### src/rtl/core/ids_mem.sv
// ----------------------------------------------------------------------------
// ids_mem
// single write, single read synchronous row memory
// ----------------------------------------------------------------------------
module ids_mem #(
  parameter int unsigned DEPTH = 64,
  parameter int unsigned WIDTH = 64
) (
  input  logic                     clk,
  input  logic                     we,
  input  logic [$clog2(DEPTH)-1:0] waddr,
  input  logic [WIDTH-1:0]         wdata,
  input  logic [$clog2(DEPTH)-1:0] raddr,
  output logic [WIDTH-1:0]         rdata
);
  logic [WIDTH-1:0] mem [DEPTH];

  always_ff @(posedge clk) begin
    if (we) mem[waddr] <= wdata;
    rdata <= mem[raddr];
  end
endmodule

### config.mk
export PLATFORM = sky130hd
export DESIGN_NAME = ids_mem
export DESIGN_NICKNAME = d
export VERILOG_FILES = /design/src/rtl/core/ids_mem.sv
export SDC_FILE = /design/constraint.sdc
export NUM_CORES = 2
export LEC_CHECK = 0
export CORE_AREA = 2 2 514 516
export DETAILED_ROUTE_END_ITERATION = 7
export DIE_AREA = 0 0 516 518
export DONT_BUFFER_PORTS = 1
export PLACE_DENSITY_LB_ADDON = 0.25
export RECOVER_POWER = 25
export SLEW_MARGIN = 40
export SYNTH_ARGS = -nofsm -noshare
export SYNTH_HDL_FRONTEND = slang
export SYNTH_SLANG_ARGS = --single-unit
### constraint.sdc
create_clock -name clk -period 6.4 [get_ports clk]
set_input_delay 0.32 -clock clk [delete_from_list [all_inputs] [get_ports clk]]
set_output_delay 0.32 -clock clk [all_outputs]
set_load 0.1 [all_outputs]
==> out/results.txt <==
vias = 75931
unrepaired setup endpoints after global routing = false
detailed placer's ending HPWL = 209 mm
CP max stage cell = mux4_2
worst min path class = primary input to register
core area = 262000 sq um
Residual DRC = 0
Die Y = 518 microns
synthesized area = 156000 sq um
main flop type after synthesis = edfxtp_1
Avg Synthesized Cell Area = 23.7 sq um
gr usage total = 30.8%
Detailed Route WL = 409 mm
count of final setup violators = 0
Sw Ratio = 21.4%
remaining global-route overflow = 0
Max Cap Viol = 46
Critical Path Sink Type = register
Critical Path Start Type = primary input
Crit path top cell by count = buf_16
share of layout cells above drive strength 1 = 27.5%
ANT nets after route = 0
setup TNS = 0 ns
#FFs+latches synth = 4160
Max FO, Critical Path = 67
Max Slew Vio Count = 2990
number of synthesized flops with an enable pin = 4096
Final Hold Viols = 0
post-synth net total = 6676
P_leak = 55.3 nW
post-synth cell types = 33
number of global-route vias before repair = 75896
RePlAce Congestion = 0.802
Cell Chain, Critical Path = buf_16 -> buf_16 -> buf_16 -> buf_16 -> buf_16 -> buf_16 -> buf_16 -> buf_16 -> mux4_2 -> mux2i_1 -> nand2_1 -> a31oi_1 -> a211oi_1
VDD IR max = 0.295 mV
internal power = 44.8 mW
hold_ws = 0.0142 ns
commonest non-fill, non-tap cell in the layout = edfxtp_1
post-CTS setup repair buffer count = 0
status = finished, violations left
H-tree levels = 5
Final nets = 7080
worst relative slew slack = -107%
clock share of power = 41.5%
CTS Buf Count = 405
YS warnings = 0
io pins = 142
post-synthesis cell count = 6598
CTS tree = yes
row cnt = 188
drt first pass iters = 5
buffers added on ports = 0
fin crit share = 63.5%
die footprint = 267000 sq um
Seq/Total Area, Yosys = 79.5%
biggest cell delay along the critical path = 0.59 ns
initial DRC count = 12569
clock latency on the worst-skew pair = 0.92 ns
max frequency = 246 MHz
area grow syn2layout = 13.4%
Sink Count = 4160
CP Data Arrival Time = 4.79 ns
min Tclk post-route = 4.07 ns
first-pass GRT wire length = 575 mm
WP data required = 7.13 ns
via density per instance = 6.99
clock skew = 0.0531 ns
sequential power share = 53.8%
most frequent cells in the layout = 4096 x edfxtp_1, 1024 x mux4_2, 412 x clkbuf_16, 168 x a22oi_1
crit path kind = primary input to register
worst-margin pin slew = 3.10 ns
Clock transition at path regs = 0.06 ns
WL per Instance = 37.6 microns
FFs w/ async S/R, synth = 0%
pwr dens = 321 nW/um^2
combinational power share = 4.7%
starting density of the core = 59.8%
antenna violations before repair = 11
P_sw = 12.2 mW
failing checks = capacitance limit, slew limit
CTS root buf = clkbuf_16
Die W = 516 microns
largest net degree at the start of global routing = 875
Clock Path Buffers = 4
-- cell type report --
class                      count  area [sq um]
sequential                  4160        124000
fill                       15585         84300
multi-input combinational   2049         30800
clock buffer                 520         10900
timing repair buffer         367          4540
tap                         3515          4400
clock inverter               221          2190
inverter                      19          71.3
antenna                        6          15.0
-- path summary, 6_finish.rpt --
check              startpoint        end  slack [ns]  cells after the start
setup / recovery     raddr[0]  rdata[23]        2.33                     13
hold / removal       raddr[1]  rdata[23]        0.01                      4
setup reg to reg  mem[12][14]  rdata[14]        4.20                      5
hold reg to reg   mem[44][46]  rdata[46]        0.84                      4
-- synthesized netlist by cell type, types with 20 or more instances --
cell | count | area, sq um
a22o_1 | 88 | 771
buf_1 | 20 | 75.1
a22oi_1 | 168 | 1260
or3_1 | 29 | 181
nor2b_1 | 28 | 175
mux2i_1 | 135 | 1350
buf_4 | 34 | 255
nand3_1 | 45 | 225
or2_2 | 28 | 175
o22ai_1 | 83 | 519
a41oi_1 | 26 | 228
edfxtp_1 | 4096 | 123000
o221ai_1 | 38 | 333
a211oi_1 | 63 | 473
nor2_1 | 112 | 420
clkbuf_1 | 140 | 526
nand2_1 | 58 | 218
buf_2 | 170 | 851
dfxtp_1 | 64 | 1280
mux4_2 | 1024 | 23100
and3_1 | 64 | 400
-- sequential cells by signal (all words and copies together), names as in the netlist --
name and flops:
rdata 64, mem 4096
-- timing repair --
action                                  CTS  global route
endpoints found under the hold margin  4140             0
hold buffers                            135             0
gates resized for setup                   0             0
-- power groups by stage --
stage | registers [mW] | logic [mW] | clock network (mW)
finish | 30.7 | 2.66 | 23.6
global route | 30.7 | 2.78 | 24.8
detailed placement | 31.2 | 1.98 | 0
CTS | 30.6 | 2.51 | 23.8
global placement | 31.2 | 1.93 | 0
floorplan | 31.2 | 1.40 | 0
-- cell families (layout without fill, tap and decap cells) --
family | Yosys count | after routing | share of synthesized area, %
AOI/OAI and AO/OA | 504 | 504 | 2.48
and+or+nand+nor | 386 | 386 | 1.24
muxes | 1159 | 1159 | 15.6
other | 0 | 6 | 0
buffers and inverters | 389 | 1127 | 1.18
DFF | 4160 | 4160 | 79.5
-- worst max-delay path, delay by kind of cell --
family | cells | cell delay (ns)
simple gates | 1 | 0.08
compound gates | 2 | 0.44
buf+inv | 8 | 2.75
mux | 2 | 0.79
-- metrics by stage --
stage,instances,instance area (sq um),util (%),setup WS [ns],power [mW]
global placement,9914,161000,61.6,0.620,33.1
global route,10853,177000,67.8,1.89,58.3
CTS,10838,178000,68.0,2.24,56.9
floorplan,6598,156000,-,0.644,32.6
finish,10857,177000,67.8,2.33,57.0
detailed placement,9962,162000,62.1,1.33,33.2
-- routing by layer --
layer / GRT usage, % / wire length, microns / vias to the layer above
li1: - / - / 29326
met3: 5.96 / 50100 / 797
met1: 44.9 / 147000 / 40373
met2: 47.6 / 196000 / 5429
met4: 10.4 / 15800 / 6
met5: 0 / 37 / -
Power figures use the tool's default switching activity.
